==> config.mk <==
export PLATFORM = sky130hd
export DESIGN_NAME = base64_stream_decoder_flat
export DESIGN_NICKNAME = d
export VERILOG_FILES = /design/src/rtl/b64d_pkg.sv /design/src/rtl/b64d_if.sv /design/src/rtl/b64d_front.sv /design/src/rtl/b64d_queue.sv /design/src/rtl/b64d_back.sv /design/src/rtl/base64_stream_decoder.sv /design/src/flat_wrapper.sv
export SDC_FILE = /design/constraint.sdc
export NUM_CORES = 1
export LEC_CHECK = 0
export BUFFER_PORTS_ARGS = -buffer_cell sky130_fd_sc_hd__buf_2
export CAP_MARGIN = 20
export CORE_UTILIZATION = 50
export CTS_BUF_LIST = sky130_fd_sc_hd__clkbuf_8 sky130_fd_sc_hd__clkbuf_16
export DETAILED_ROUTE_END_ITERATION = 12
export GPL_TIMING_DRIVEN = 0
export HOLD_SLACK_MARGIN = 0.06
export PLACE_DENSITY = 0.67
export SLEW_MARGIN = 20
export SYNTH_ARGS = -nofsm -noshare
export SYNTH_HDL_FRONTEND = slang
export SYNTH_HIERARCHICAL = 1
export SYNTH_SLANG_ARGS = --single-unit
==> constraint.sdc <==
create_clock -name clock -period 5.1 [get_ports clock]
set_clock_uncertainty 0.1 [all_clocks]
set_input_delay 0.51 -clock clock [delete_from_list [all_inputs] [get_ports clock]]
set_output_delay 0.51 -clock clock [all_outputs]
set_load 0.03 [all_outputs]
==> src/rtl/b64d_pkg.sv <==
// ----------------------------------------------------------------------------
// Base64 decoder package
// Shared types, character constants and the character-to-sextet mapping.
// ----------------------------------------------------------------------------
`default_nettype none

package b64d_pkg;

   typedef logic [7:0]  byte_type;
   typedef logic [5:0]  sextet_value_type;
   typedef logic [17:0] acc_type;
   typedef logic [23:0] group_type;
   typedef logic [1:0]  nbytes_type;

   // Characters of the base64 alphabet: the bounds of the letter and digit ranges, '+' and '/'.
   localparam byte_type CharUpperA = 8'h41;
   localparam byte_type CharUpperZ = 8'h5a;
   localparam byte_type CharLowerA = 8'h61;
   localparam byte_type CharLowerZ = 8'h7a;
   localparam byte_type CharDigit0 = 8'h30;
   localparam byte_type CharDigit9 = 8'h39;
   localparam byte_type CharPlus   = 8'h2b;
   localparam byte_type CharSlash  = 8'h2f;

   // Offsets that move each character range onto its sextet range (mod 256).
   localparam byte_type UpperOffset = 8'h41;  // 'A' -> 0
   localparam byte_type LowerOffset = 8'h47;  // 'a' -> 26
   localparam byte_type DigitOffset = 8'hfc;  // '0' -> 52
   localparam sextet_value_type SextetPlus  = 6'd62;
   localparam sextet_value_type SextetSlash = 6'd63;

   // Entries in the queue between the front and the back.
   localparam int unsigned QueueDepthDefault = 4;

   typedef struct packed {
      logic             valid;
      sextet_value_type value;
   } sextet_type;

   // One decoded group waiting to be sent out byte by byte.
   typedef struct packed {
      group_type  word;     // first byte in the top eight bits
      nbytes_type nbytes;   // 1 to 3 bytes
      logic       msg_end;  // the group closes the message
   } job_type;

   typedef struct packed {
      logic    push;
      job_type job;
   } queue_wr_type;

   typedef struct packed {
      logic    valid;
      job_type job;
   } queue_head_type;

   function automatic sextet_type map_char(input byte_type c);
      sextet_type s;
      byte_type   diff;
      s    = '0;
      diff = '0;
      if (c >= CharUpperA && c <= CharUpperZ) begin
         diff    = c - UpperOffset;
         s.valid = 1'b1;
         s.value = diff[5:0];
      end else if (c >= CharLowerA && c <= CharLowerZ) begin
         diff    = c - LowerOffset;
         s.valid = 1'b1;
         s.value = diff[5:0];
      end else if (c >= CharDigit0 && c <= CharDigit9) begin
         diff    = c - DigitOffset;
         s.valid = 1'b1;
         s.value = diff[5:0];
      end else if (c == CharPlus) begin
         s.valid = 1'b1;
         s.value = SextetPlus;
      end else if (c == CharSlash) begin
         s.valid = 1'b1;
         s.value = SextetSlash;
      end
      return s;
   endfunction

endpackage

`default_nettype wire

==> src/rtl/b64d_if.sv <==
// ----------------------------------------------------------------------------
// Base64 decoder channel interfaces
// Valid/ready channels for encoded characters and for decoded bytes.
// ----------------------------------------------------------------------------
`default_nettype none

interface b64d_req_if;
   logic               valid;
   logic               ready;
   b64d_pkg::byte_type enc_char;
   logic               msg_last;

   modport source (output valid, output enc_char, output msg_last, input ready);
   modport sink   (input valid, input enc_char, input msg_last, output ready);
endinterface

interface b64d_rsp_if;
   logic               valid;
   logic               ready;
   b64d_pkg::byte_type data_byte;
   logic               run_last;
   logic               msg_end;

   modport source (output valid, output data_byte, output run_last, output msg_end,
                   input ready);
   modport sink   (input valid, input data_byte, input run_last, input msg_end,
                   output ready);
endinterface

`default_nettype wire

==> src/rtl/b64d_front.sv <==
// ----------------------------------------------------------------------------
// Base64 decoder front
// Accepts characters, gathers sextets and hands finished groups to the queue.
// ----------------------------------------------------------------------------
`default_nettype none

module b64d_front (
   input  wire logic                  clock,
   input  wire logic                  reset,
   b64d_req_if.sink                   req,
   input  wire logic                  queue_space,
   output b64d_pkg::queue_wr_type     queue_wr
);
   import b64d_pkg::*;

   acc_type    acc_ff, acc_in;
   logic [1:0] cnt_ff, cnt_in;
   sextet_type sx;
   group_type  word;
   nbytes_type nbytes;
   logic       accept;

   assign req.ready = queue_space;
   assign accept    = req.valid && queue_space;

   always_comb begin
      sx     = map_char(req.enc_char);
      acc_in = acc_ff;
      cnt_in = cnt_ff;
      word   = '0;
      nbytes = '0;
      if (accept && sx.valid) begin
         if (cnt_ff == 2'd3) begin
            word   = {acc_ff, sx.value};
            nbytes = 2'd3;
            acc_in = '0;
            cnt_in = '0;
         end else begin
            acc_in = {acc_ff[11:0], sx.value};
            cnt_in = cnt_ff + 2'd1;
         end
      end
      if (accept && req.msg_last) begin
         // Missing sextets of a short final group count as zero.
         if (nbytes == 2'd0 && cnt_in == 2'd3) begin
            word   = {acc_in, 6'd0};
            nbytes = 2'd2;
         end else if (nbytes == 2'd0 && cnt_in == 2'd2) begin
            word   = {acc_in[11:0], 12'd0};
            nbytes = 2'd1;
         end
         acc_in = '0;
         cnt_in = '0;
      end
   end

   assign queue_wr.push        = nbytes != 2'd0;
   assign queue_wr.job.word    = word;
   assign queue_wr.job.nbytes  = nbytes;
   assign queue_wr.job.msg_end = req.msg_last;

   always_ff @(posedge clock) begin
      if (reset) begin
         acc_ff <= '0;
         cnt_ff <= '0;
      end else begin
         acc_ff <= acc_in;
         cnt_ff <= cnt_in;
      end
   end

`ifndef SYNTHESIS
   a_end_clears: assert property (@(posedge clock) disable iff (reset)
      accept && req.msg_last |=> cnt_ff == 2'd0)
      else $error("sextet count not cleared after end of message");
`endif

endmodule

`default_nettype wire

==> src/rtl/b64d_queue.sv <==
// ----------------------------------------------------------------------------
// Base64 decoder group queue
// Short first-in first-out store of decoded groups between front and back.
// ----------------------------------------------------------------------------
`default_nettype none

module b64d_queue #(
   parameter int unsigned DEPTH = b64d_pkg::QueueDepthDefault
) (
   input  wire logic                    clock,
   input  wire logic                    reset,
   input  wire b64d_pkg::queue_wr_type  queue_wr,
   output logic                         queue_space,
   output b64d_pkg::queue_head_type     queue_head,
   input  wire logic                    pop
);
   import b64d_pkg::*;

   localparam int unsigned PW = (DEPTH > 1) ? $clog2(DEPTH) : 1;
   localparam int unsigned CW = $clog2(DEPTH + 1);

   job_type        mem_ff [DEPTH];
   logic [PW-1:0]  wr_ptr_ff, wr_ptr_in;
   logic [PW-1:0]  rd_ptr_ff, rd_ptr_in;
   logic [CW-1:0]  count_ff, count_in;
   logic           do_push, do_pop;

   assign queue_space = count_ff != CW'(DEPTH);
   assign do_push     = queue_wr.push;
   assign do_pop      = pop && count_ff != '0;

   assign queue_head.valid = count_ff != '0;
   assign queue_head.job   = mem_ff[rd_ptr_ff];

   always_comb begin
      wr_ptr_in = wr_ptr_ff;
      rd_ptr_in = rd_ptr_ff;
      count_in  = count_ff;
      if (do_push) begin
         wr_ptr_in = (wr_ptr_ff == PW'(DEPTH - 1)) ? '0 : wr_ptr_ff + PW'(1);
      end
      if (do_pop) begin
         rd_ptr_in = (rd_ptr_ff == PW'(DEPTH - 1)) ? '0 : rd_ptr_ff + PW'(1);
      end
      if (do_push && !do_pop) begin
         count_in = count_ff + CW'(1);
      end else if (do_pop && !do_push) begin
         count_in = count_ff - CW'(1);
      end
   end

   always_ff @(posedge clock) begin
      if (do_push) begin
         mem_ff[wr_ptr_ff] <= queue_wr.job;
      end
   end

   always_ff @(posedge clock) begin
      if (reset) begin
         wr_ptr_ff <= '0;
         rd_ptr_ff <= '0;
         count_ff  <= '0;
      end else begin
         wr_ptr_ff <= wr_ptr_in;
         rd_ptr_ff <= rd_ptr_in;
         count_ff  <= count_in;
      end
   end

`ifndef SYNTHESIS
   a_no_overflow: assert property (@(posedge clock) disable iff (reset)
      do_push |-> count_ff != CW'(DEPTH))
      else $error("group pushed into a full queue");
`endif

endmodule

`default_nettype wire

==> src/rtl/b64d_back.sv <==
// ----------------------------------------------------------------------------
// Base64 decoder back
// Splits queued groups into bytes and drives the registered output channel.
// ----------------------------------------------------------------------------
`default_nettype none

module b64d_back (
   input  wire logic                     clock,
   input  wire logic                     reset,
   input  wire b64d_pkg::queue_head_type queue_head,
   output logic                          pop,
   b64d_rsp_if.source                    rsp
);
   import b64d_pkg::*;

   logic [1:0] idx_ff, idx_in;
   logic       valid_ff, valid_in;
   byte_type   data_ff, data_in;
   logic       run_last_ff, run_last_in;
   logic       msg_end_ff, msg_end_in;
   logic       step;
   logic       final_byte;

   assign step       = queue_head.valid && (!valid_ff || rsp.ready);
   assign final_byte = idx_ff == queue_head.job.nbytes - 2'd1;
   assign pop        = step && final_byte;

   always_comb begin
      idx_in      = idx_ff;
      valid_in    = valid_ff && !rsp.ready;
      data_in     = data_ff;
      run_last_in = run_last_ff;
      msg_end_in  = msg_end_ff;
      if (step) begin
         valid_in    = 1'b1;
         run_last_in = final_byte;
         msg_end_in  = final_byte && queue_head.job.msg_end;
         idx_in      = final_byte ? 2'd0 : idx_ff + 2'd1;
         case (idx_ff)
            2'd0:    data_in = queue_head.job.word[23:16];
            2'd1:    data_in = queue_head.job.word[15:8];
            default: data_in = queue_head.job.word[7:0];
         endcase
      end
   end

   always_ff @(posedge clock) begin
      if (reset) begin
         idx_ff   <= '0;
         valid_ff <= 1'b0;
      end else begin
         idx_ff   <= idx_in;
         valid_ff <= valid_in;
      end
      data_ff     <= data_in;
      run_last_ff <= run_last_in;
      msg_end_ff  <= msg_end_in;
   end

   assign rsp.valid     = valid_ff;
   assign rsp.data_byte = data_ff;
   assign rsp.run_last  = run_last_ff;
   assign rsp.msg_end   = msg_end_ff;

`ifndef SYNTHESIS
   a_idx_in_group: assert property (@(posedge clock) disable iff (reset)
      queue_head.valid |-> idx_ff < queue_head.job.nbytes)
      else $error("byte index runs past the queued group");

   a_no_empty_group: assert property (@(posedge clock) disable iff (reset)
      queue_head.valid |-> queue_head.job.nbytes != 2'd0)
      else $error("queued group carries no bytes");

   a_end_is_last: assert property (@(posedge clock) disable iff (reset)
      valid_ff && msg_end_ff |-> run_last_ff)
      else $error("message end flagged on a byte that is not the last of its run");
`endif

endmodule

`default_nettype wire

==> src/rtl/base64_stream_decoder.sv <==
// ----------------------------------------------------------------------------
// Base64 stream decoder
// Decodes a base64 character stream into bytes, one character per word.
// ----------------------------------------------------------------------------
// The req_chan channel takes one raw character per word, with msg_last set on
// the final character of a message. Letters, digits, '+' and '/' are decoded;
// every other byte, including '=' padding and line breaks, is dropped.
// The rsp_chan channel delivers decoded bytes one per word. run_last marks the
// last byte caused by one input character, and msg_end marks the final byte
// of a message. A message that ends with two or three pending sextets yields
// one or two bytes; with fewer pending sextets it yields nothing.
// A character is taken every cycle while the group queue has room. The first
// byte of a group goes through the group queue into the output register once
// the character completing it is accepted, and bytes leave at one per cycle
// while the receiver is ready, so the sustained rate is one character per
// cycle when the receiver does not stall.
// When the receiver stalls, finished groups collect in the queue (QUEUE_DEPTH
// groups) and req_chan.ready drops only once the queue is full.
// Reset is synchronous and clears the pending sextets, the queue and the
// output register; no clearing pass is needed.
// ----------------------------------------------------------------------------
`default_nettype none

module base64_stream_decoder #(
   parameter int unsigned QUEUE_DEPTH = b64d_pkg::QueueDepthDefault
) (
   input  wire logic   clock,
   input  wire logic   reset,
   b64d_req_if.sink    req_chan,
   b64d_rsp_if.source  rsp_chan
);
   import b64d_pkg::*;

   queue_wr_type   queue_wr;
   queue_head_type queue_head;
   logic           queue_space;
   logic           pop;

   // The front maps characters to sextets and emits whole groups.
   b64d_front u_front (
      .clock       (clock),
      .reset       (reset),
      .req         (req_chan),
      .queue_space (queue_space),
      .queue_wr    (queue_wr)
   );

   // The queue decouples character intake from byte delivery.
   b64d_queue #(
      .DEPTH (QUEUE_DEPTH)
   ) u_queue (
      .clock       (clock),
      .reset       (reset),
      .queue_wr    (queue_wr),
      .queue_space (queue_space),
      .queue_head  (queue_head),
      .pop         (pop)
   );

   // The back sends each group out as one to three bytes.
   b64d_back u_back (
      .clock      (clock),
      .reset      (reset),
      .queue_head (queue_head),
      .pop        (pop),
      .rsp        (rsp_chan)
   );

endmodule

`default_nettype wire

==> src/flat_wrapper.sv <==
// flat-port wrapper written by rule: the top's interface ports become plain ports
module base64_stream_decoder_flat import b64d_pkg::*;
#(
   parameter int unsigned QUEUE_DEPTH = b64d_pkg::QueueDepthDefault
)
  (clock, reset, req_chan_valid, req_chan_enc_char, req_chan_msg_last, req_chan_ready, rsp_chan_valid, rsp_chan_data_byte, rsp_chan_run_last, rsp_chan_msg_end, rsp_chan_ready);
  b64d_req_if req_chan_i ();
  b64d_rsp_if rsp_chan_i ();
  input  wire logic clock;
  input  wire logic reset;
  input wire logic [$bits(req_chan_i.valid)-1:0] req_chan_valid;
  input wire logic [$bits(req_chan_i.enc_char)-1:0] req_chan_enc_char;
  input wire logic [$bits(req_chan_i.msg_last)-1:0] req_chan_msg_last;
  output wire logic [$bits(req_chan_i.ready)-1:0] req_chan_ready;
  output wire logic [$bits(rsp_chan_i.valid)-1:0] rsp_chan_valid;
  output wire logic [$bits(rsp_chan_i.data_byte)-1:0] rsp_chan_data_byte;
  output wire logic [$bits(rsp_chan_i.run_last)-1:0] rsp_chan_run_last;
  output wire logic [$bits(rsp_chan_i.msg_end)-1:0] rsp_chan_msg_end;
  input wire logic [$bits(rsp_chan_i.ready)-1:0] rsp_chan_ready;
  assign req_chan_i.valid = req_chan_valid;
  assign req_chan_i.enc_char = req_chan_enc_char;
  assign req_chan_i.msg_last = req_chan_msg_last;
  assign req_chan_ready = req_chan_i.ready;
  assign rsp_chan_valid = rsp_chan_i.valid;
  assign rsp_chan_data_byte = rsp_chan_i.data_byte;
  assign rsp_chan_run_last = rsp_chan_i.run_last;
  assign rsp_chan_msg_end = rsp_chan_i.msg_end;
  assign rsp_chan_i.ready = rsp_chan_ready;
  base64_stream_decoder #(.QUEUE_DEPTH(QUEUE_DEPTH)) u_core (.clock(clock), .reset(reset), .req_chan(req_chan_i), .rsp_chan(rsp_chan_i));
endmodule
**Word-level counts from Yosys, hierarchy flattened**

Memory sizes are Yosys's and may differ from the RTL's. A register that Yosys moved wholly into a read port is not among the register bits.
Cells that the tools add are included.
Widths: inputs -> output; s select.

- Add/sub/neg operators: 10
- Order comparisons: 6
- Equality and inequality tests: 10
- Mux-type cells: 30
- Reduce and logical (&&, ||, !) cells: 26

Operator list:

| cell | number |
|---|---|
| $mux 24 | 5 |
| $mux 18 | 2 |
| $mux 7 | 5 |
| $mux 2 | 12 |
| $eq 8x6->1 const B | 2 |
| $ge 8x7->1 const B | 2 |
| $le 8x7->1 const B | 2 |
| $pmux 8 s2 | 1 |
| $logic_and 1x1->1 | 15 |
| $eq 2x2->1 const B | 5 |
| $add 2x1->2 const B | 4 |
| $ge 8x6->1 const B | 1 |
| $le 8x6->1 const B | 1 |
| $mux 3 | 2 |
| $sub 6x1->6 const B | 1 |
| $sub 6x3->6 const B | 1 |
| $sub 6x6->6 const B | 1 |
| $logic_not 1->1 | 4 |
| $logic_not 2->1 | 2 |
| $reduce_bool 2->1 | 2 |
| $add 3x1->3 const B | 1 |
| $mux 1 | 3 |
| $ne 3x3->1 const B | 1 |
| $reduce_bool 3->1 | 1 |
| other kinds (6) | 6 |

- Flip-flop bits (word level): 40
- RAM bits: 108
- Input port bits: 13
- Output and inout bits: 12
- Word-level logic and storage cells: 93
- Memories kept: 1

Memory list:

| memory | depth | width | read ports | clocked after memory_dff | write ports | RTL line | text |
|---|---|---|---|---|---|---|---|
| u_core.u_queue.mem_ff | 4 | 27 | 1 | 1 | 1 | b64d_queue.sv:22 | `job_type mem_ff [DEPTH];` |

**Depth between registers and ports, before layout**

- Word-level depth: 18
- Mapped depth: 15
- Depth with buffers taken out: 14

**By module**

Netlist, hierarchy kept.

By module, submodules not included:

| module | instances | cells an instance | area an instance (µm²) | sequential area each (µm²) |
|---|---|---|---|---|
| b64d_queue | 1 | 186 | 4401.7 | 3423.3 |
| b64d_front | 1 | 242 | 1809.2 | 400.4 |
| b64d_back | 1 | 60 | 634.4 | 360.3 |

**Least setup slack after synthesis**

Ideal clock, no wire load.

- Kind: input to register
- Start point: input port req_chan_enc_char[2]
- End point: register u_core.u_queue.count_ff[2]
- Library setup time: 0.070 ns
- Arrival: 3.719 ns
- Required time: 4.930 ns
- Setup slack: 1.211 ns
- Cell stages on the path: 15
- Path buffers: 1
- Path through: inv_1 ha_1 nor2b_1 o21ai_1 a21oi_1 o21ai_2 buf_2 mux2i_1 o21ai_0 ha_1 inv_1 fa_1 xor2_1 or3_1 a21oi_1

RTL lines:

| what | RTL line | text |
|---|---|---|
| start, declared | flat_wrapper.sv:12 | `input wire logic [$bits(req_chan_i.enc_char)-1:0] req_chan_enc_char;` |
| end signal, assigned | b64d_queue.sv:66 | `count_ff <= count_in;` |
| end, declared | b64d_queue.sv:25 | `logic [CW-1:0] count_ff, count_in;` |

==> results.cfg <==
[status]
status = finished clean

[die]
coreArea_mm2 = 0.01330
die_y_um = 119.0
rows = 42
pin_count = 25
initial_core_util_pct = 51.49
dieArea_mm2 = 0.01416
die_w_um = 119.0

[sta]
setup_viol = 0
rsz0062_at_grt = no
final_hold_viol_count = 0
final_min_period_over_clock_period_pct = 92.42
hold-worst-slack_ps = 316.2
finalCriticalPeriod_ps = 4714
clock.fmax_ghz = 0.2121
layout_setup_ws_ps = 386.3
drv_slew = 0
max_slew.worst_pin.slew_ps = 995.9
relSlewSlack_pct = 33.00

[placement]
place_worst_setup_slack_ps = 44.12
dp_hpwl_mm = 10.22
port_buffers = 24
dpl_cell_area_mm2 = 0.007273
gpl.final_weighted_congestion = 0.8654

[synth]
yosysTopAreaCell = edfxtp_1
syn-num-nets = 519
synth_warnings = 6
synthDominantCellAreaShare_pct = 51.76
synth_seq_cells = 150
synth_area_per_cell_um2 = 14.03
synth-edff-count = 118
netlist_area_mm2 = 0.006845
ys.flop_type = edfxtp_1
seq_area_frac_synth_pct = 61.12
async_flop_share_pct = 0
ys_top_cells_by_area = edfxtp_1, dfxtp_1, mux4_2, ha_1, mux4_1
synthCells = 488
yosysUniqueCellTypes = 66

[global_route]
grt_antenna_before_repair = 0
first_global_vias = 4206
grt_overflow = 0
grt_max_degree = 28
gr-usage-all-layers_pct = 21.91
grt_pass1_wl_mm = 22.95

[cells_and_area]
drive_gt1_share_pct = 19.71
fin_area_mm2 = 0.007821
syn2layout_area_growth_pct = 14.26
nets = 566
antenna_cells = 0
fin_util_pct = 58.83

[pwr]
ir_drop_v = 0.0002138
p_per_area_mw_per_mm2 = 321.8
leakage_nw = 2.641

[drt]
vias = 4285
vias_per_cell = 5.919
drcViolationCount = 0
highest_layer = met4
dr.pass1.iters = 5
post_drt_wl_per_cell_um = 19.99
drtAntennaViolNets = 0
m1WireLength_mm = 6.343
drt_iter0_markers = 392
wl_mm = 14.48
route.met3.wl_um = 843
wl_met2_mm = 7.031

[worst_hold_path]
holdPathEnd = u_core/u_back/rsp.valid
min_from = rsp_chan_ready
hold_depth = 3
worstHoldPathType = in2reg

[clocking]
cts_hold_buf = 0
cts_resized = 0
post_cts_buffers = 0
path_clk_slew_ps = 60
cts.sinks = 150
numCtsBuffers = 17
cts_max_path_buffers = 2
tritoncts = yes
h-tree-depth = 4
clkLatencyLatePin_ps = 410
cts_root_buffer = clkbuf_16

[job]
cap_viol_max_count = 0

[worst_setup_path]
cp.arrival_ps = 4950
cp-start-kind = input port
end_kind = register
crit_path_max_fanout = 10
critPathRequiredTime_ps = 5330
worstSetupStartpoint = req_chan_enc_char[2]
r2r_cells = 14
timing.rr.end = u_core/u_queue/count_ff[2]
crit-reg2reg-launch = u_core/u_queue/count_ff[0]
worst-setup-path-type = in2reg
rrSetupSlack_ps = 930
[how the worst max path moves through the flow]
stage	endpoint	slack (ps)
2_1_floorplan	u_core/u_queue/count_ff[2]	1210
3_3_place_gp	u_core/u_queue/mem_ff[0][16]	-120
3_5_place_dp	u_core/u_queue/count_ff[2]	40
4_1_cts	u_core/u_queue/count_ff[2]	460
5_1_grt	u_core/u_queue/count_ff[2]	30
6_report	u_core/u_queue/count_ff[2]	390
[through the flow]
stage | TNS, ps | power [mW] | std cells
floorplan | 0 | 1.389 | 488
global placement | -11170 | 1.419 | 688
detailed placement | 0 | 1.420 | 691
CTS | 0 | 2.538 | 723
global route | 0 | 2.594 | 724
finish | 0 | 2.517 | 724
[final cells by class]
cell class,instances,area [um^2]
fill,1066,5474
clock buffer,18,439.2
multi-input combinational,302,2472
tap,176,220.2
inverter,15,56.30
clock inverter,14,101.3
timing repair buffer,28,210.2
buffer,21,137.6
sequential,150,4184
[layer usage]
layer / global-route usage (%) / vias to the layer above
met2: 34.85 / 136
met5: 0 / -
li1: - / 2003
met3: 5.843 / 21
met1: 29.00 / 2125
met4: 7.832 / 0
[registers in the layout (all words and copies together), names as in the netlist, named ones only]
name / flops
u_core/u_front/cnt_ff: 2
u_core/u_queue/rd_ptr_ff: 2
u_core/u_back/idx_ff: 2
u_core/u_back/rsp.data_byte: 8
u_core/u_queue/mem_ff: 108
u_core/u_back/rsp.msg_end: 1
u_core/u_queue/count_ff: 3
u_core/u_back/rsp.valid: 1
u_core/u_front/acc_ff: 18
u_core/u_queue/wr_ptr_ff: 2
u_core/u_back/rsp.run_last: 1
[cells by family after synthesis]
logic type,count (synthesis),synth area share (%)
DFF,150,61.12
AOI/OAI and AO/OA,104,11.08
buffers and inverters,36,2.833
adders and majority gates,18,3.400
and+or+nand+nor,140,10.47
xor gates and xnor gates,4,0.5119
muxes,36,10.58
[critical path, cell delays in order]
cell and delay, ps:
buf_2 180, inv_1 140, ha_1 300, a21o_1 250, a31oi_1 520, a32oi_1 180
o21ai_2 190, buf_2 300, mux2i_1 150, o21ai_0 750, ha_1 320, inv_1 70
fa_1 390, xor2_1 190, or3_1 310, a21oi_1 180
[synth_stat cells, types with 2 or more instances]
cell and instances:
nor4_1 2, a221oi_1 5, and3_1 9, buf_4 2, buf_2 9, or2_2 2
nand2_1 39, o21ai_0 11, a22oi_1 11, o21ai_2 2, edfxtp_1 118, or3_1 3
nor2_1 37, nor2b_1 5, o211ai_1 8, xor2_1 3, o32ai_1 4, nand4b_1 2
or4_1 2, a21o_1 3, nand3_1 9, clkbuf_1 6, a221o_1 2, and2_1 9
o21a_1 4, buf_12 2, mux4_2 20, dfxtp_1 32, ha_1 17, mux2i_1 9
inv_1 15, a21oi_1 27, a31oi_1 2, nand2b_1 5, nor3_1 6, o22ai_1 6
nor2_4 2, mux4_1 7, a22o_1 4
[power breakdown]
part           internal (mW)  leakage, nW  switching [mW]  total [mW]
combinational         0.0292         1.06          0.0594      0.0886
clock                  0.671        0.282           0.450        1.12
sequential              1.31         1.30         0.00214        1.31
total                   2.00         2.64           0.512        2.52
[layout by cell type, fill, tap and decap left out, types with 5 or more instances in the layout]
cell type	count
edfxtp_1	118
nand2_1	39
nor2_1	37
buf_2	33
dfxtp_1	32
a21oi_1	27
inv_1	20
mux4_2	20
clkbuf_16	17
ha_1	17
a22oi_1	11
o21ai_0	11
mux2i_1	9
nand3_1	9
and3_1	9
o211ai_1	8
mux4_1	7
clkbuf_1	6
o22ai_1	6
nor3_1	6
nand2b_1	5
and2_1	5
nor2b_1	5
a221oi_1	5
(Power assumes the default switching activity.)
